`config.mk`:
```
export PLATFORM = sky130hd
export DESIGN_NAME = tofhm_front
export DESIGN_NICKNAME = d
export VERILOG_FILES = /design/src/hw/rtl/tofhm_pkg.sv /design/src/hw/rtl/tofhm_front.sv
export SDC_FILE = /design/constraint.sdc
export NUM_CORES = 1
export LEC_CHECK = 0
export ABC_CLOCK_PERIOD_IN_PS = 2350
export BUFFER_PORTS_ARGS = -buffer_cell sky130_fd_sc_hd__buf_2
export CAP_MARGIN = 20
export CELL_PAD_IN_SITES_DETAIL_PLACEMENT = 1
export CELL_PAD_IN_SITES_GLOBAL_PLACEMENT = 1
export CORE_ASPECT_RATIO = 1.2
export CORE_UTILIZATION = 24
export CTS_BUF_LIST = sky130_fd_sc_hd__clkbuf_16
export DETAILED_ROUTE_END_ITERATION = 10
export GPL_TIMING_DRIVEN = 0
export PLACE_DENSITY_LB_ADDON = 0.05
export SYNTH_ARGS = -nofsm -noshare
export SYNTH_HDL_FRONTEND = slang
export SYNTH_SLANG_ARGS = --single-unit
```
`constraint.sdc`:
```
create_clock -name clk -period 2.35 [get_ports clk]
set_clock_uncertainty 0.2 [all_clocks]
set_input_delay 0.235 -clock clk [delete_from_list [all_inputs] [get_ports clk]]
set_output_delay 0.235 -clock clk [all_outputs]
set_load 0.005 [all_outputs]
```
`src/hw/rtl/tofhm_pkg.sv`:
```
package tofhm_pkg;

	// Frame store geometry
	localparam int FRAME_PIXELS = 76800;
	localparam int ADDR_W       = (FRAME_PIXELS > 1) ? $clog2(FRAME_PIXELS) : 1;

	// Distance must stay below this to count as a valid return
	localparam logic [15:0] DIST_LIMIT = 16'd64000;

	// Queue between classifier and merge unit (power of two, at least 2)
	localparam int QUEUE_DEPTH = 2;
	localparam int QPTR_W      = $clog2(QUEUE_DEPTH);
	localparam int QCNT_W      = $clog2(QUEUE_DEPTH + 1);

	// Configuration register indexes
	typedef enum logic [1:0] {
		REG_HDR_ENABLE    = 2'd0,
		REG_HDR_FRAMES    = 2'd1,
		REG_MIN_AMPLITUDE = 2'd2,
		REG_MAX_AMPLITUDE = 2'd3
	} reg_idx_t;

	// What the merge unit does with one pixel
	typedef enum logic [1:0] {
		OP_PASS  = 2'd0,  // no store access, emit input as is
		OP_FIRST = 2'd1,  // first frame of a set: overwrite store
		OP_MERGE = 2'd2   // later frame: keep the stronger return
	} op_t;

	typedef struct packed {
		logic        merge_en;
		logic [3:0]  hdr_frames;
		logic [15:0] min_amplitude;
		logic [15:0] max_amplitude;
	} cfg_t;

	typedef struct packed {
		logic [15:0] distance;
		logic [15:0] amp;
	} pix_t;

	typedef struct packed {
		op_t               op;
		logic              emit;
		logic              fend;
		logic [ADDR_W-1:0] addr;
		pix_t              pix;
	} item_t;

	// Validity test applied to every emitted pixel
	function automatic logic pixel_ok(pix_t p, cfg_t c);
		logic amp_ok;
		amp_ok = (p.amp >= c.min_amplitude) && (p.amp < c.max_amplitude);
		return (p.distance != 16'd0) && (p.distance < DIST_LIMIT) && amp_ok;
	endfunction

endpackage

```
`src/hw/rtl/tofhm_front.sv`:
```
module tofhm_front
	import tofhm_pkg::*;
(
	input  logic        clk,
	input  logic        arst_n,
	input  cfg_t        cfg,
	input  logic        in_valid,
	output logic        in_ready,
	input  logic [15:0] pixel_distance,
	input  logic [15:0] pixel_amplitude,
	input  logic        frame_end,
	output logic        push_valid,
	input  logic        push_ready,
	output item_t       push_item
);

	logic [3:0]        phase_q;
	logic [ADDR_W-1:0] idx_q;
	logic              active;
	logic [3:0]        pos;
	logic              last;
	logic              in_xfer;

	// Set position of the current frame
	assign active  = cfg.merge_en && (cfg.hdr_frames > 4'd1);
	assign pos     = (phase_q == 4'd0) ? 4'd1 : phase_q;
	assign last    = (pos >= cfg.hdr_frames);
	assign in_ready   = push_ready;
	assign push_valid = in_valid;
	assign in_xfer    = in_valid && in_ready;

	// Classify the pixel for the merge unit
	always_comb begin
		push_item.addr         = idx_q;
		push_item.fend         = frame_end;
		push_item.pix.distance = pixel_distance;
		push_item.pix.amp      = pixel_amplitude;
		if (!active) begin
			push_item.op   = OP_PASS;
			push_item.emit = 1'b1;
		end else begin
			push_item.op   = (phase_q == 4'd0) ? OP_FIRST : OP_MERGE;
			push_item.emit = last;
		end
	end

	// Set phase and raster index
	always_ff @(posedge clk or negedge arst_n) begin
		if (!arst_n) begin
			phase_q <= 4'd0;
			idx_q   <= '0;
		end else if (in_xfer) begin
			if (active && frame_end) begin
				phase_q <= last ? 4'd0 : pos + 4'd1;
			end
			if (frame_end) begin
				idx_q <= '0;
			end else if (idx_q < ADDR_W'(FRAME_PIXELS - 1)) begin
				idx_q <= idx_q + 1'b1;
			end
		end
	end

	a_idx_restart: assert property (@(posedge clk) disable iff (!arst_n)
		in_xfer && frame_end |=> idx_q == '0)
		else $error("pixel index not restarted after frame end");

	a_pass_emits: assert property (@(posedge clk) disable iff (!arst_n)
		push_valid && !active |-> push_item.op == OP_PASS && push_item.emit)
		else $error("pixel held back while merging is off");

endmodule

```
Word level (Yosys, flattened, before mapping)

Index checks and enable logic that the tools add are counted.

Memories: 0
Output and inout bits: 55
ROM bits: 0
Bits in writable memories: 0
Word-level logic and storage cells: 20
Register bits: 21
Bits in latches: 0
Bits of input ports: 74

Mux-type cells: 6
$lt $le $gt $ge: 3
Divide/modulo/power cells: 0
Multiply operators: 0
Add/subtract/negate cells: 2
Bitwise logic cells: 0
Reduce and logical (&&, ||, !) cells: 7
Equal/unequal tests: 0
Shifts and indexed selects: 0

Operators with widths:

| operator                                                                         | count |
|---|---|
| 17-bit two-way mux                                                               | 2 |
| 17-bit by 1-bit adder with 17-bit output (second input constant)                 | 1 |
| 17-bit < comparator (second input constant)                                      | 1 |
| 4-bit two-way mux                                                                | 2 |
| 4-bit by 1-bit adder with 4-bit output (second input constant)                   | 1 |
| 4-bit greater-or-equal comparator                                                | 1 |
| 4-bit by 1-bit greater-than comparator with 1-bit output (second input constant) | 1 |
| 4-bit zero test                                                                  | 1 |
| 2-bit AND reduction                                                              | 2 |
| 1-bit logical AND                                                                | 3 |
| 3-bit two-way mux                                                                | 1 |
| 2-bit two-way mux                                                                | 1 |
| 2-bit nonzero test                                                               | 1 |

Depth between registers and ports, before layout

Word-level depth: 4
Depth in mapped cells: 8
Gate-level depth less buffers: 8

Least setup slack after synthesis

Ideal clock, no wire load.

Path kind: register to output
Start: reg phase_q[1]
End: out push_item[50] (netlist name)
Stages on the path, launching flop included: 9
Slack: -2 ps
Arrival: 1917 ps
Data required time: 1915 ps
Path buffers: 0
Cell sequence: dfrtp_1 -> nor3_1 -> nor2_1 -> ha_1 -> nand2b_1 -> a21o_1 -> a21o_1 -> a21o_1 -> or2_2

RTL lines:

| element                  | line              | text |
|---|---|---|
| start: declaration       | tofhm_front.sv:17 | `logic [3:0] phase_q;` |
| start signal: assignment | tofhm_front.sv:54 | `phase_q <= last ? 4'd0 : pos + 4'd1;` |
| end: declaration         | tofhm_front.sv:14 | `output item_t push_item` |

==> Flow_metrics.wiki <==
{| class="wikitable"
! Metric !! Value
|-
| Final layout net count || 356
|-
| Final standard cell area without fillers || roughly 2300 um2
|-
| Post-synth top area cell || sky130_fd_sc_hd__dfrtp_1
|-
| Final worst-path setup slack || -300.0 ps
|-
| Sinks on Clock Net || 21
|-
| CTS H-tree lvls || 1
|-
| Average instance area after synthesis || 8.515 um2
|-
| Post-Syn Instances || 195
|-
| NetSw || 390.7 uW
|-
| Post-DRT Antenna Nets || 0
|-
| TritonCTS buffer count || 3
|-
| 1st-iter DRT viols || 40
|-
| Worst Setup EP || push_item[50]
|-
| Post-detailed-routing wire length || 5385 um
|-
| Avg Vias per Cell || around 5
|-
| Power Dens Cells || about 530 nW/um2
|-
| Reg-to-reg slack, setup || -40 ps
|-
| Distinct cell type count after synthesis || 46
|-
| Combined area of all synthesized cells || ~1700 um2
|-
| Area fraction of the dominant cell type after synthesis || 31.65%
|-
| Via count of the first global-routing pass || ~1,700
|-
| Crit path launch type || register
|-
| Initial Utilization || 25.29%
|-
| Yosys warning count || 0
|-
| CTS clk-pin slew, worst paths || 60 ps
|-
| Placement Cell Area || roughly 2100 um2
|-
| Die extent in y || 93.12 um
|-
| Setup repair after global routing missed its margin || true
|-
| Finished Layout Cells || 360
|-
| Vias || 1,779
|-
| Floorplan core area || 6566 um2
|-
| Final setup violation count || 2
|-
| Net Count, Synth || ~280
|-
| Synthesis-to-layout area growth || 41.45%
|-
| Combinational Power Share || 32.4%
|-
| Number of synthesized register bits || 21
|-
| Most area-consuming cells after synthesis || sky130_fd_sc_hd__dfrtp_1 32%, sky130_fd_sc_hd__buf_4 16%, sky130_fd_sc_hd__nand3_1 5.4%
|-
| Fraction of power consumed by the clock network || slightly below 30%
|-
| Flip-flop and latch area || 528.0 um2
|-
| Count of final hold-check violations || 0
|-
| TritonCTS clock tree || done
|-
| Worst setup path startpoint || phase_q[3]
|-
| Cells on Worst Hold Path || 2
|-
| Class of the tightest hold or removal check || input pin to register
|-
| First-pass iteration count of the detailed router || 2
|-
| Critical-path maximum fanout || 3
|-
| Finished Core Util || 35.77%
|-
| Actual transition at the worst max-transition pin || 567.6 ps
|-
| Insertion delay of the later-clocked pin in the worst-skew pair || 260 ps
|-
| Required time reported for the critical path endpoint || 1910 ps
|-
| Proportion of layout cells with a drive suffix above 1 || 49.09%
|-
| Port-buffer cells || 64
|-
| Wire length of the first global-routing pass || approximately 8600 um
|-
| Worst flop-to-flop path startpoint || phase_q[3]
|-
| Tot GR Track Use || 14.88%
|-
| Drt wl/cell || 14.96 um
|-
| Placed wire-length estimate after detailed placement || 3996 um
|-
| Placer Congestion || 0.6887
|-
| Num ports || 129
|-
| Net Sw Frac || 31.19%
|-
| Sequential share of power || 38.4%
|-
| Maximum buffer depth of the clock tree || 2
|-
| Chip width || 77.93 um
|-
| Clock Tree Root || sky130_fd_sc_hd__clkbuf_16
|-
| Tightest slew margin relative to the limit || 62.16%
|-
| DRC viols || 0
|-
| Result of the run || complete, but fails checks
|-
| Maximum VDD drop || 0.2598 mV
|-
| Die area || 7256 um2
|-
| Num rows || 32
|-
| Pins over their slew limit || 0
|-
| Count of max-cap constraint violations || 0
|-
| Number of antenna cells inserted || 0
|-
| Leftover overflow at the end of global routing || 0
|-
| Cell leakage power || 1.138 nW
|-
| Category of the critical setup timing path || register to output pin
|-
| Pin count of the biggest net entering global routing || 22
|-
| Multi-input combinational cell area || just under 900 um2
|-
| Reg2reg path depth || 10
|-
| Crit share post-route || 112.8%
|-
| Share of synthesized area occupied by flip-flops and latches || 31.65%
|-
| Time the final worst path needs with I/O delays and setup || 2650 ps
|-
| Internal Power || 861.8 uW
|-
| Worst setup EP type || output pin
|-
| Failing checks || setup timing
|-
| Arrival time at the worst endpoint || 2220 ps
|-
| FF-to-FF End || phase_q[1]
|-
| Antenna violations before repair || 0
|-
| Placed instance count || 344
|-
| Fillers || 815
|-
| Maximum clock rate || about 380 MHz
|}
synthesized netlist by cell type, drive strengths merged:
master  count
or4b        2
nor4        2
o311ai      2
a211o       2
o21a        1
and3        3
or3b        1
a22o        1
inv         7
nor3b       1
or3         1
mux2        1
nand2b      2
a41oi       1
clkbuf      6
o31ai       6
ha          6
o211a       2
nand4       5
or4         5
o21ai       6
a311o       1
o31a        1
a21oi       3
and2        2
o41ai       1
a221oi      1
nand4b      1
buf        36
dfrtp      21
nor2        7
a21o        4
nand3      18
clkinv      1
and4        1
o211ai      7
a31oi       2
nand2      20
or2         2
nor3        3
worst min path at each step:
| stage | from | to | slack (ps) |
|---|---|---|---|
| after floorplan | arst_n | idx_q[0] | -260 |
| after global placement | arst_n | idx_q[11] | 60 |
| after detailed placement | arst_n | idx_q[13] | 50 |
| after CTS | frame_end | idx_q[16] | 130 |
| after global routing | frame_end | idx_q[16] | 160 |
| final | frame_end | idx_q[16] | 130 |
worst max-delay path, cell delays in order (launching register included):
cell                       delay (ps)
sky130_fd_sc_hd__dfrtp_1          400
sky130_fd_sc_hd__nor3_4           220
sky130_fd_sc_hd__nor2_2            80
sky130_fd_sc_hd__ha_1             290
sky130_fd_sc_hd__nand2b_4         140
sky130_fd_sc_hd__a21o_1           160
sky130_fd_sc_hd__a21o_1           160
sky130_fd_sc_hd__a21o_1           170
sky130_fd_sc_hd__or2_4            230
sky130_fd_sc_hd__buf_6            110
layer usage:
layer,part of all wire [%],global-route usage [%],up-vias
met3,3.6,1.463,2
met1,43,18.72,894
met4,0.52,3.704,0
li1,-,-,845
met5,0,0,-
met2,53,27.06,38
power groups by stage:
stage	logic, mW	clock network [mW]	registers (mW)
global route	0.453	0.394	0.492
finish	0.406	0.366	0.481
floorplan	0.191	0	0.471
CTS	0.367	0.375	0.479
detailed placement	0.312	0	0.488
global placement	0.308	0	0.487
flip-flops by register name, indices dropped and copies added, names as in the netlist:
register and cells:
phase_q 4, idx_q 17
per-stage QoR:
| stage | power, mW | worst slack, ps | TNS (ps) | hold WS, ps |
|---|---|---|---|---|
| after floorplan | 0.6615 | 51.41 | 0 | -260.6 |
| final | 1.253 | -300.0 | -338.2 | 132.9 |
| after CTS | 1.220 | -340.1 | -340.1 | 126.8 |
| after global routing | 1.339 | -402.0 | -624.9 | 160.3 |
| after detailed placement | 0.7998 | -245.1 | -665.3 | 54.35 |
| after global placement | 0.7953 | -242.3 | -735.0 | 59.59 |
cell families (layout without fill, tap and decap cells):
family	count (synthesis)	after routing	share of synthesized area [%]
and+or+nand+nor	76	76	24.57
buffers and inverters	50	130	19.44
AOI/OAI and AO/OA	41	41	19.14
DFF	21	21	31.65
adders and majority gates	6	6	4.521
muxes	1	1	0.6782
final cells by class:
cell class | count | area share [%]
plain buffers | 42 | 12.63
repair buffers | 76 | 18.01
well taps | 85 | 4.529
inverters | 8 | 1.279
flip-flops and latches | 21 | 22.48
multi-input cells | 124 | 37.72
clock inverters | 1 | 0.1598
clock buffers | 3 | 3.197
layout by cell type, fill, tap and decap left out, types with 3 or more instances in the layout:
master / instances
sky130_fd_sc_hd__a21o_1: 4
sky130_fd_sc_hd__a21oi_1: 3
sky130_fd_sc_hd__and3_1: 3
sky130_fd_sc_hd__buf_2: 63
sky130_fd_sc_hd__buf_4: 45
sky130_fd_sc_hd__buf_6: 3
sky130_fd_sc_hd__clkbuf_1: 6
sky130_fd_sc_hd__clkbuf_16: 3
sky130_fd_sc_hd__dfrtp_1: 19
sky130_fd_sc_hd__ha_1: 6
sky130_fd_sc_hd__inv_1: 8
sky130_fd_sc_hd__nand2_1: 20
sky130_fd_sc_hd__nand3_1: 17
sky130_fd_sc_hd__nand4_1: 5
sky130_fd_sc_hd__nor2_1: 6
sky130_fd_sc_hd__o211ai_1: 6
sky130_fd_sc_hd__o31ai_1: 4
sky130_fd_sc_hd__or4_1: 4
timing repair:
action                                  CTS  global route
endpoints found under the hold margin    21             0
hold buffers                              1             0
endpoints found under the setup margin   11            11
pin swaps                                 7             4
setup buffers                             8             3
gates resized for setup                   9            12
Note: power is estimated with default switching activity, not from simulation.
