===== src/hw/rtl/tofhm_pkg.sv =====
package tofhm_pkg;

	// Frame store geometry
	localparam int FRAME_PIXELS = 76800;
	localparam int ADDR_W       = (FRAME_PIXELS > 1) ? $clog2(FRAME_PIXELS) : 1;

	// Distance must stay below this to count as a valid return
	localparam logic [15:0] DIST_LIMIT = 16'd64000;

	// Queue between classifier and merge unit (power of two, at least 2)
	localparam int QUEUE_DEPTH = 2;
	localparam int QPTR_W      = $clog2(QUEUE_DEPTH);
	localparam int QCNT_W      = $clog2(QUEUE_DEPTH + 1);

	// Configuration register indexes
	typedef enum logic [1:0] {
		REG_HDR_ENABLE    = 2'd0,
		REG_HDR_FRAMES    = 2'd1,
		REG_MIN_AMPLITUDE = 2'd2,
		REG_MAX_AMPLITUDE = 2'd3
	} reg_idx_t;

	// What the merge unit does with one pixel
	typedef enum logic [1:0] {
		OP_PASS  = 2'd0,  // no store access, emit input as is
		OP_FIRST = 2'd1,  // first frame of a set: overwrite store
		OP_MERGE = 2'd2   // later frame: keep the stronger return
	} op_t;

	typedef struct packed {
		logic        merge_en;
		logic [3:0]  hdr_frames;
		logic [15:0] min_amplitude;
		logic [15:0] max_amplitude;
	} cfg_t;

	typedef struct packed {
		logic [15:0] distance;
		logic [15:0] amp;
	} pix_t;

	typedef struct packed {
		op_t               op;
		logic              emit;
		logic              fend;
		logic [ADDR_W-1:0] addr;
		pix_t              pix;
	} item_t;

	// Validity test applied to every emitted pixel
	function automatic logic pixel_ok(pix_t p, cfg_t c);
		logic amp_ok;
		amp_ok = (p.amp >= c.min_amplitude) && (p.amp < c.max_amplitude);
		return (p.distance != 16'd0) && (p.distance < DIST_LIMIT) && amp_ok;
	endfunction

endpackage


===== src/hw/rtl/tofhm_fifo.sv =====
module tofhm_fifo
	import tofhm_pkg::*;
(
	input  logic  clk,
	input  logic  arst_n,
	input  logic  push_valid,
	output logic  push_ready,
	input  item_t push_item,
	output logic  pop_valid,
	input  logic  pop_ready,
	output item_t pop_item
);

	item_t             slot_q [QUEUE_DEPTH];
	logic [QPTR_W-1:0] wptr_q;
	logic [QPTR_W-1:0] rptr_q;
	logic [QCNT_W-1:0] cnt_q;
	logic              push;
	logic              pop;

	assign push_ready = (cnt_q != QCNT_W'(QUEUE_DEPTH));
	assign pop_valid  = (cnt_q != '0);
	assign pop_item   = slot_q[rptr_q];
	assign push       = push_valid && push_ready;
	assign pop        = pop_valid && pop_ready;

	// Entry storage
	always_ff @(posedge clk) begin
		if (push) begin
			slot_q[wptr_q] <= push_item;
		end
	end

	// Pointers and fill level
	always_ff @(posedge clk or negedge arst_n) begin
		if (!arst_n) begin
			wptr_q <= '0;
			rptr_q <= '0;
			cnt_q  <= '0;
		end else begin
			if (push) wptr_q <= wptr_q + 1'b1;
			if (pop)  rptr_q <= rptr_q + 1'b1;
			if (push && !pop)      cnt_q <= cnt_q + 1'b1;
			else if (pop && !push) cnt_q <= cnt_q - 1'b1;
		end
	end

endmodule


===== config.mk =====
export PLATFORM = sky130hd
export DESIGN_NAME = tofhm_fifo
export DESIGN_NICKNAME = d
export VERILOG_FILES = /design/src/hw/rtl/tofhm_pkg.sv /design/src/hw/rtl/tofhm_fifo.sv
export SDC_FILE = /design/constraint.sdc
export NUM_CORES = 1
export LEC_CHECK = 0
export BUFFER_PORTS_ARGS = -buffer_cell sky130_fd_sc_hd__buf_2
export CAP_MARGIN = 40
export CORE_UTILIZATION = 35
export DETAILED_ROUTE_END_ITERATION = 10
export PLACE_DENSITY = 0.67
export SYNTH_ARGS = -nofsm -noshare
export SYNTH_HDL_FRONTEND = slang
export SYNTH_SLANG_ARGS = --single-unit

===== constraint.sdc =====
create_clock -name clk -period 10.1 [get_ports clk]
set_input_delay 0 -clock clk [delete_from_list [all_inputs] [get_ports clk]]
set_output_delay 0 -clock clk [all_outputs]
set_load 0.01 [all_outputs]

* Yosys cells after proc, flatten, opt, wreduce, memory -nomap -nowiden
Memories as Yosys holds them, arrays and structs flattened.
Index checks and enable logic that the tools add are counted.
** Storage, ports and cells
- Flip-flop bits (word level) :: 4
- Bits in writable memories :: 106
- Input bits :: 57
- Output and inout port bits :: 55
- Logic and storage cells :: 21
- Memories :: 1
** Memory list
- slot_q :: words 2, bits a word 53, rd ports 1, clocked after memory_dff 0, wr ports 1, line tofhm_fifo.sv:14 : item_t slot_q [QUEUE_DEPTH];
** Operators by class
- Add/sub/neg operators :: 4
- Equality and inequality tests :: 1
- Multiplexer cells :: 4
- Reductions and logical operators :: 8
** Operators with widths (number)
- logical AND 1 bit :: 4
- 2-to-1 mux 2 bit :: 2
- nonzero test 2 bit :: 2
- adder 1 bit (second input constant) :: 2
- adder 2 x 1 -> 2 bit (second input constant) :: 1
- logical NOT 1 bit :: 2
- 2-to-1 mux 1 bit :: 2
- != test 2 bit (second input constant) :: 1
- subtractor 2 x 1 -> 2 bit (second input constant) :: 1

* Depth between registers and ports, before layout
Gate-level depths: netlist of run 1.
- Depth after elaboration :: 6
- Depth in mapped cells :: 7
- Depth with buffers taken out :: 7

* Worst setup path before layout of run 1
No wires, ideal clock.
- Path kind :: register to register
- Start point :: register cnt_q[0]
- End point :: memory slot_q[0][0] (netlist bit) (enable)
- Library setup time :: 0.464 ns
- Arrival :: 2.921 ns
- Data required time :: 9.636 ns
- Setup slack :: 6.715 ns
- Stages on the path, launching flop included :: 4
- Buffers on the path :: 0
- Clock period less this slack :: 3.385 ns
- Path through :: dfrtp_1 > nand2b_1 > nand2_1 > nor2_1
** On the way
- Cells in the longest elaborated chain, start to end :: 4
** RTL lines
- start: declaration :: line tofhm_fifo.sv:17 : logic [QCNT_W-1:0] cnt_q;
- start signal: assignment :: line tofhm_fifo.sv:43 : if (push && !pop) cnt_q <= cnt_q + 1'b1;
- start signal: assignment :: line tofhm_fifo.sv:44 : else if (pop && !push) cnt_q <= cnt_q - 1'b1;
- != test 2 bit :: line tofhm_fifo.sv:21 : assign push_ready = (cnt_q != QCNT_W'(QUEUE_DEPTH));
- net push_ready :: line tofhm_fifo.sv:7 : output logic push_ready,
- logical AND 1 bit :: line tofhm_fifo.sv:24 : assign push = push_valid && push_ready;
- 2-to-1 mux 1 bit :: line tofhm_fifo.sv:29 : if (push) begin
- 2-to-1 mux 1 bit (implied by the code) :: line tofhm_fifo.sv:30 : slot_q[wptr_q] <= push_item;
- end: declaration :: line tofhm_fifo.sv:14
The timed path passes the listed nets, and every way through them passes these cells.

==> impl_metrics.tcl, run 1 <==
set metrics [dict create \
    outcome "completed" \
    yosys_register_bits 110 \
    power.share.combinational 0.326 \
    yosys_most_used_dff "edfxtp_1" \
    cts_buffers 9 \
    synth_cell_types 15 \
    finalSetupViolations 0 \
    drtIter0Drc 90 \
    track_usage 0.113 \
    hpwl_mm 4.31 \
    critPathLaunchType "flip-flop" \
    netlist_area_mm2 0.00427 \
    clock_path_buffers 2 \
    holdWs_ns 0.0281 \
    dieArea_mm2 0.0126 \
    drc 0 \
    max_stage_delay_ns 0.72 \
    syn-num-nets 241 \
    yosys.area.top_type "edfxtp_1" \
    internal_power_mw 1.09 \
    worst_ep_arrival_time_ns 1.89 \
    worstMarginPinSlew_ns 0.718 \
    crit_fanout 33 \
    hold_viol_final 0 \
    hp-start "push_valid" \
    fp.dieW_um 112 \
    peakVddDrop_mv 0.251 \
    clkLatencyLatePin_ns 0.33 \
    dr.pass1.iters 4 \
    fmaxAchievable_mhz 528 \
    clkTransAtPathRegs_ns 0.07 \
    die_y_um 112 \
    finalCritPeriodShare 0.187 \
    yosysTopAreaCellShare 0.746 \
    maxCapViolations 0 \
    fill_cells 977 \
    ios 112 \
    h-tree-depth 3 \
    vias_per_cell 4.36 \
    ctsResizeCount 0 \
    crit_type "flip-flop to output pin" \
    setup_tns_ns 0 \
    synth.most_common_cell "edfxtp_1" \
    synthTopCellsByArea "edfxtp_1 75%, mux2_4 17%, buf_12 2.3%" \
    grt_max_degree 54 \
    period_minus_slack_ns 1.89 \
    fp.coreArea_mm2 0.0117 \
    grt_overflow 0 \
    antenna_found_initial 0 \
    synth_edf_count 106 \
    grt_pass1_vias 2252 \
    grt_first_pass_wirelength_mm 10.9 \
    fp-row-count 39 \
    ys_seq_area_frac 0.769 \
    drive_gt1_frac 0.507 \
    synth.top_cells.by_count "106 x edfxtp_1, 49 x mux2_4, 5 x buf_12, 4 x dfrtp_1, 4 x mux2_2" \
    start_util 0.366 \
    cts_tree "built" \
    num_vias 2206 \
    regArea_mm2 0.00329 \
    worstHoldPathType "input port to flip-flop" \
    ys_warn_count 0 \
    slew_headroom 0.521 \
    place_congestion 0.660 \
    p_per_area_mw_per_mm2 262 \
    cp_slowest_cell "dfrtp_4" \
    power.share.switching 0.283 \
    skew_ns 0.00511 \
    rr_startpoint "cnt_q[0]" \
    syn-instance-count 183 \
    drv_slew 0 \
    p_clk_frac 0.226 \
    path_cells "buf_16 -> mux2_2 -> buf_2" \
    synth.avg_cell_area_um2 23.3 \
    endpoint_kind "output pin" \
    required_ns 10.10 \
    p_leak_nw 2.33 \
    instances_no_fill 506 \
    nNetsFinal 416 \
    rsz0062_at_grt "false" \
    clock_sinks 110 \
    cts_root_buf "clkbuf_16" \
    p_total_mw 1.52 \
    async_flop_share 0.0364 \
    postRouteAntennaNets 0 \
    crit_start "rptr_q" \
    p_switching_mw 0.431 \
    syn_to_final_growth_pct 36.0 \
    routed_wl_mm 7.05 \
    antenna_cells 0 \
    power_frac_seq 0.448 \
    place_inst 434 \
    wl_per_cell_um 13.9 \
    multi_input_area_um2 880 \
    io_buffers 111 \
]
## cell families (layout without fill, tap and decap cells)
logic type	count (synthesis)	after routing	share of synthesized area
adder cells (fa/ha/maj)	1	1	0.00293
flip-flops	110	110	0.769
buffers and inverters	7	187	0.0270
multiplexers	53	53	0.183
XOR/XNOR	5	5	0.0103
AND/OR/NAND/NOR	7	7	0.00792
## through the flow
| step | setup slack, ns | util | cell area, um2 |
|---|---|---|---|
| after floorplan | 6.71 | - | 4270 |
| after global placement | 8.36 | 0.422 | 4920 |
| after detailed placement | 8.31 | 0.424 | 4950 |
| after CTS | 8.19 | 0.498 | 5800 |
| after global routing | 8.13 | 0.498 | 5800 |
| final | 8.21 | 0.498 | 5800 |
## critical path: cells and delay by family, from the launching register on
family	cells	cell delay, ns
buffers and inverters	2	0.43
flip-flops	1	0.72
multiplexers	1	0.37
## flip-flops by register name, summed over array words and instances, names as in the netlist
name and flops:
cnt_q 2, rptr_q 1, slot_q 106, wptr_q 1
## final cells by class
cell class	instances	share of cell area
multi-input cells	66	0.152
well taps	143	0.0308
clock inverters	7	0.0123
clock buffers	9	0.0388
flip-flops and latches	110	0.566
inverters	1	0.000647
repair buffers	170	0.200
## repair_timing
action / in CTS / in global routing
buffers inserted: 0 / 0
endpoints found under the hold margin: 111 / 0
hold buffers: 56 / 0
## cell usage in the layout, fill, tap and decap left out, types with 3 or more instances in the layout
master	n
edfxtp_1	106
dlygate4sd3_1	56
dfrtp_1	3
buf_2	111
xnor2_1	3
clkbuf_16	9
mux2_4	49
mux2_2	4
## layer usage
metal  wire length [um]  track usage  vias up
li1                   -            -     1060
met5                  0            0        -
met1               2980        0.126     1072
met3                343       0.0302        8
met4                 89       0.0489        0
met2               3640        0.205       66
## power by group through the flow
stage,Sequential [mW],Combinational (mW),Clock [mW]
final,0.681,0.495,0.343
after global routing,0.691,0.536,0.367
after CTS,0.682,0.506,0.354
after detailed placement,0.692,0.487,0
after global placement,0.719,0.441,0
after floorplan,0.661,0.388,0
## path summary, 6_finish.rpt
path	slack [ns]	cells past startpoint	end
max	8.21	3	pop_item[32]
min	0.03	3	wptr_q
max reg2reg	8.31	4	slot_q[0][47]
min reg2reg	0.50	1	cnt_q[1]
max in group asynchronous	9.33	3	rptr_q
min in group asynchronous	0.57	3	cnt_q[0]
Note: power is estimated with default switching activity, not from simulation.
==> run 2, diff against run 1 <==
==> constraint.sdc (replaced) <==
create_clock -name clk -period 1.85 [get_ports clk]
set_input_delay 0 -clock clk [delete_from_list [all_inputs] [get_ports clk]]
set_output_delay 0 -clock clk [all_outputs]
set_load 0.01 [all_outputs]
==> run 2 against run 1 <==
Clock power grew to 5.1 times the previous value. Count of clock-buffer cells in the layout increased by 1. Die area unchanged. Sequential share of layout area is 0.82 points lower. Power increased to 5.5 times the previous value. Via count increased by 1.5%. Global-route usage grew 0.66 points. Register-to-register slack worse by 7.9 ns. Wire length grew 4.7%. First-iteration DRC count decreased by 18%. Clock skew is 0.0025 ns higher. Critical path depth is the same. Critical path type unchanged. Critical endpoint is now pop_item[14]. Largest cell class unchanged. Largest power group unchanged.
==> impl_metrics.tcl, run 2 (synthesis gave the netlist of run 1 again) <==
set metrics [dict create \
    hold_viol_final 0 \
    p_per_area_mw_per_mm2 1420 \
    final_core_util 0.505 \
    postRouteAntennaNets 0 \
    wl_per_cell_um 14.3 \
    cts_buffers 9 \
    p_leak_nw 2.38 \
    cts_root_buf "clkbuf_16" \
    rr_startpoint "cnt_q[0]" \
    worstHoldPathType "input port to flip-flop" \
    outcome "completed" \
    clkLatencyLatePin_ns 0.34 \
    slew_headroom 0.772 \
    antenna_cells 0 \
    fp-row-count 39 \
    dr.pass1.iters 4 \
    antenna_found_initial 0 \
    start_util 0.366 \
    maxCapViolations 0 \
    largest-register "slot_q" \
    critPathLaunchType "flip-flop" \
    track_usage 0.120 \
    num_vias 2238 \
    grt_max_degree 29 \
    h-tree-depth 3 \
    crit_type "flip-flop to output pin" \
    crit_start "rptr_q" \
    fill_cells 981 \
    cts_tree "built" \
    hpwl_mm 4.66 \
    crit_fanout 10 \
    grt_first_pass_wirelength_mm 11.4 \
    nNetsFinal 425 \
    drive_gt1_frac 0.519 \
    worstMarginPinSlew_ns 0.343 \
    top_regs "slot_q x106, cnt_q x2" \
    finalSetupViolations 0 \
    ios 112 \
    hp-start "push_item[25]" \
    drc 0 \
    fp.dieW_um 112 \
    endpoint_kind "output pin" \
    largest_reg_flops 106 \
    syn_to_final_growth_pct 38.0 \
    clock_sinks 110 \
    grt-busiest-layer "met2" \
    drv_slew 0 \
    die_y_um 112 \
    io_buffers 111 \
    layout_commonest_cell "buf_2" \
    fmaxAchievable_mhz 633 \
    period_minus_slack_ns 1.58 \
    clkTransAtPathRegs_ns 0.07 \
    holdWs_ns 0.385 \
    drtIter0Drc 74 \
    finalCritPeriodShare 0.854 \
    clock_path_buffers 2 \
    setup_tns_ns 0 \
    place_congestion 0.654 \
    peakVddDrop_mv 0.785 \
    vias_per_cell 4.35 \
    fp.coreArea_mm2 0.0117 \
    grt_pass1_vias 2371 \
    rsz0062_at_grt "false" \
    use_met3 0.0302 \
    grt_overflow 0 \
    mostFrequentLayoutCells "111 x buf_2, 106 x edfxtp_1, 57 x dlygate4sd3_1" \
    dieArea_mm2 0.0126 \
    skew_ns 0.00758 \
    worst_ep_arrival_time_ns 1.58 \
    use_met1 0.136 \
    required_ns 1.85 \
    routed_wl_mm 7.38 \
    met2_usage 0.214 \
    ctsResizeCount 0 \
]
-- run 2: layer usage --
metal  up-vias  wire, um  share of wire
li1       1082         -              -
met1      1072      3090           0.42
met2        71      3780           0.51
met3        13       376          0.051
met4         0       135          0.018
met5         -         0              0
-- run 2: report_power, final --
group / internal (mW) / switching, mW
Sequential: 3.41 / 0.199
Combinational: 1.63 / 1.38
Clock: 0.910 / 0.829
Total: 5.95 / 2.40
-- run 2: worst paths after layout --
| path | endpoint | slack (ns) | cells past startpoint |
|---|---|---|---|
| min in group asynchronous | cnt_q[1] | 0.55 | 3 |
| max in group asynchronous | rptr_q | 1.11 | 3 |
| worst max-delay path | pop_item[14] | 0.27 | 3 |
| worst min register to register | cnt_q[0] | 0.53 | 1 |
| worst max register to register | slot_q[1][37] | 0.38 | 3 |
| worst min-delay path | slot_q[0][25] | 0.38 | 2 |
-- run 2: area by class of cell --
class	count	area, um2	share of cell area
clock buffers	10	229	0.0389
clock inverters	6	37.5	0.00637
inverters	1	3.75	0.000637
multi-input cells	66	895	0.152
flip-flops and latches	110	3290	0.558
well taps	143	179	0.0304
repair buffers	179	1260	0.214
-- run 2: per-stage QoR --
stage,setup slack [ns],cell area (um2),cells,power [mW]
2_1_floorplan,0.0173,4290,183,5.74
3_3_place_gp,0.401,5010,437,6.52
3_5_place_dp,0.380,5010,437,6.57
4_1_cts,0.0446,5850,510,8.42
5_1_grt,0.212,5890,515,8.77
6_report,0.269,5890,515,8.36
-- run 2: worst max-delay path, stage by stage, from the launching register on --
cell,delay (ns)
dfrtp_4,0.56
buf_4,0.23
mux2_4,0.31
buf_2,0.14
-- run 2: what timing repair did --
action,CTS,global route
hold buffers,57,0
endpoints found under the hold margin,112,0
buffers inserted,0,5
endpoints found under the setup margin,0,1
==> run 3, diff against run 2 <==
--- a/config.mk
+++ b/config.mk
@@ -10,6 +10,7 @@
 export CORE_UTILIZATION = 35
 export DETAILED_ROUTE_END_ITERATION = 10
 export PLACE_DENSITY = 0.67
+export RECOVER_POWER = 100
 export SYNTH_ARGS = -nofsm -noshare
 export SYNTH_HDL_FRONTEND = slang
 export SYNTH_SLANG_ARGS = --single-unit
==> run 3 against run 2 <==
First-iteration DRC count is 5.4% higher. Non-clock buffer count did not move. Worst setup slack worse by 0.033 ns. Final area decreased by 2.9%. Utilization is 1.5 points lower. Critical endpoint is now slot_q[1][37].
==> impl_metrics.tcl, run 3 (synthesis gave the netlist of run 1 again) <==
set metrics [dict create \
    power.share.combinational 0.340 \
    antenna_found_initial 0 \
    clock_path_buffers 2 \
    worst_ep_arrival_time_ns 1.58 \
    power_frac_seq 0.446 \
    fp.dieW_um 112 \
    ios 112 \
    hp-start "push_item[7]" \
    fp.coreArea_mm2 0.0117 \
    place_ws_ns 0.380 \
    rsz0062_at_grt "false" \
    largest-register "slot_q" \
    routed_wl_mm 7.39 \
    crit_fanout 25 \
    drv_slew 0 \
    fmaxAchievable_mhz 620 \
    grt_overflow 0 \
    setup_tns_ns 0 \
    mostFrequentLayoutCells "106 x edfxtp_1, 80 x clkbuf_1, 57 x dlygate4sd3_1" \
    fp-row-count 39 \
    holdWs_ns 0.382 \
    dieArea_mm2 0.0126 \
    maxCapViolations 0 \
    rr_startpoint "cnt_q[0]" \
    dr.pass1.iters 4 \
    top_regs "slot_q x106, cnt_q x2" \
    regToRegEndpoint "slot_q[1][37]" \
    wl_per_cell_um 14.3 \
    p_switching_mw 2.38 \
    place_congestion 0.654 \
    drc 0 \
    grt_max_degree 29 \
    p_clk_frac 0.214 \
    drtIter0Drc 78 \
    outcome "completed" \
    grt_pass1_vias 2371 \
    start_util 0.366 \
    die_y_um 112 \
    drive_gt1_frac 0.280 \
    hold_viol_final 0 \
    p_per_area_mw_per_mm2 1410 \
    ctsResizeCount 0 \
    place_area_mm2 0.00501 \
    layout_commonest_cell "edfxtp_1" \
    period_minus_slack_ns 1.61 \
    p_leak_nw 2.11 \
    r2r_cells 3 \
    crit_end "slot_q[1][37]" \
    largest_reg_flops 106 \
    worst_slack_ns 0.237 \
    worst-r2r-setup-slack_ns 0.24 \
    internal_power_mw 5.70 \
    skew_ns 0.00823 \
    vias_per_cell 4.35 \
    cts_tree "built" \
    hold_depth 2 \
    antenna_cells 0 \
    finalSetupViolations 0 \
    critPathLaunchType "flip-flop" \
    cts_buffers 9 \
    worstMarginPinSlew_ns 0.576 \
    final_core_util 0.490 \
    fin_area_mm2 0.00572 \
    crit_start "cnt_q[0]" \
    hpwl_mm 4.66 \
    syn_to_final_growth_pct 33.9 \
    clkLatencyLatePin_ns 0.34 \
    num_vias 2240 \
    peakVddDrop_mv 0.715 \
    io_buffers 111 \
    worstHoldPathType "input port to flip-flop" \
    nNetsFinal 425 \
    h-tree-depth 3 \
    clkTransAtPathRegs_ns 0.07 \
    endpoint_kind "flip-flop" \
    required_ns 1.82 \
    postRouteAntennaNets 0 \
    clock_sinks 110 \
    grt_first_pass_wirelength_mm 11.4 \
    cts_root_buf "clkbuf_16" \
    power.share.switching 0.294 \
    track_usage 0.120 \
    slew_headroom 0.616 \
    finalCritPeriodShare 0.872 \
    crit_type "flip-flop to flip-flop" \
]
run 3: cell types whose count changed in the layout (fill, tap and decap cells not counted), moves of 2 or more:
| cell | delta |
|---|---|
| buf_12 | -2 |
| buf_2 | -78 |
| buf_4 | -5 |
| clkbuf_1 | +79 |
| clkbuf_4 | +5 |
| mux2_1 | +7 |
| mux2_4 | -7 |
run 3: metal layers:
metal,track usage,vias to the layer above,share of wire
li1,-,1082,-
met1,0.136,1070,0.42
met2,0.214,74,0.51
met3,0.0302,14,0.051
met4,0.0560,0,0.018
met5,0,-,0
run 3: timing repair:
item	4_1_cts	5_1_grt
hold buffers	57	0
hold endpoints to repair	112	0
endpoints found under the setup margin	0	1
buffers inserted	0	5
run 3: critical path, cell delays in order (launching register included):
cell and delay, ns:
dfrtp_1 0.39, nand2b_1 0.17, and3_2 0.20, buf_2 0.48
run 3: worst min path at each step:
stage	end	slack [ns]
6_report	slot_q[1][7]	0.38
3_5_place_dp	cnt_q[1]	-0.19
3_3_place_gp	rptr_q	-0.18
2_1_floorplan	cnt_q[0]	-0.30
4_1_cts	slot_q[0][46]	0.37
5_1_grt	slot_q[0][23]	0.37
run 3: layout make-up:
cell class	count	area (um2)
fill	1039	5940
sequential	110	3290
timing repair buffer	179	1130
multi-input combinational	66	853
clock buffer	10	229
tap	143	179
clock inverter	6	37.5
inverter	1	3.75
run 3: power groups by stage:
stage	logic [mW]	clock network [mW]	registers [mW]
floorplan	2.15	0	3.59
global placement	2.79	0	3.72
global route	2.97	1.87	3.65
CTS	2.92	1.80	3.70
finish	2.74	1.73	3.61
detailed placement	2.81	0	3.75
run 3: metrics by stage:
step | total power [mW] | cells
final | 8.08 | 515
after global routing | 8.50 | 515
after CTS | 8.42 | 510
after detailed placement | 6.57 | 437
after global placement | 6.52 | 437
after floorplan | 5.74 | 183
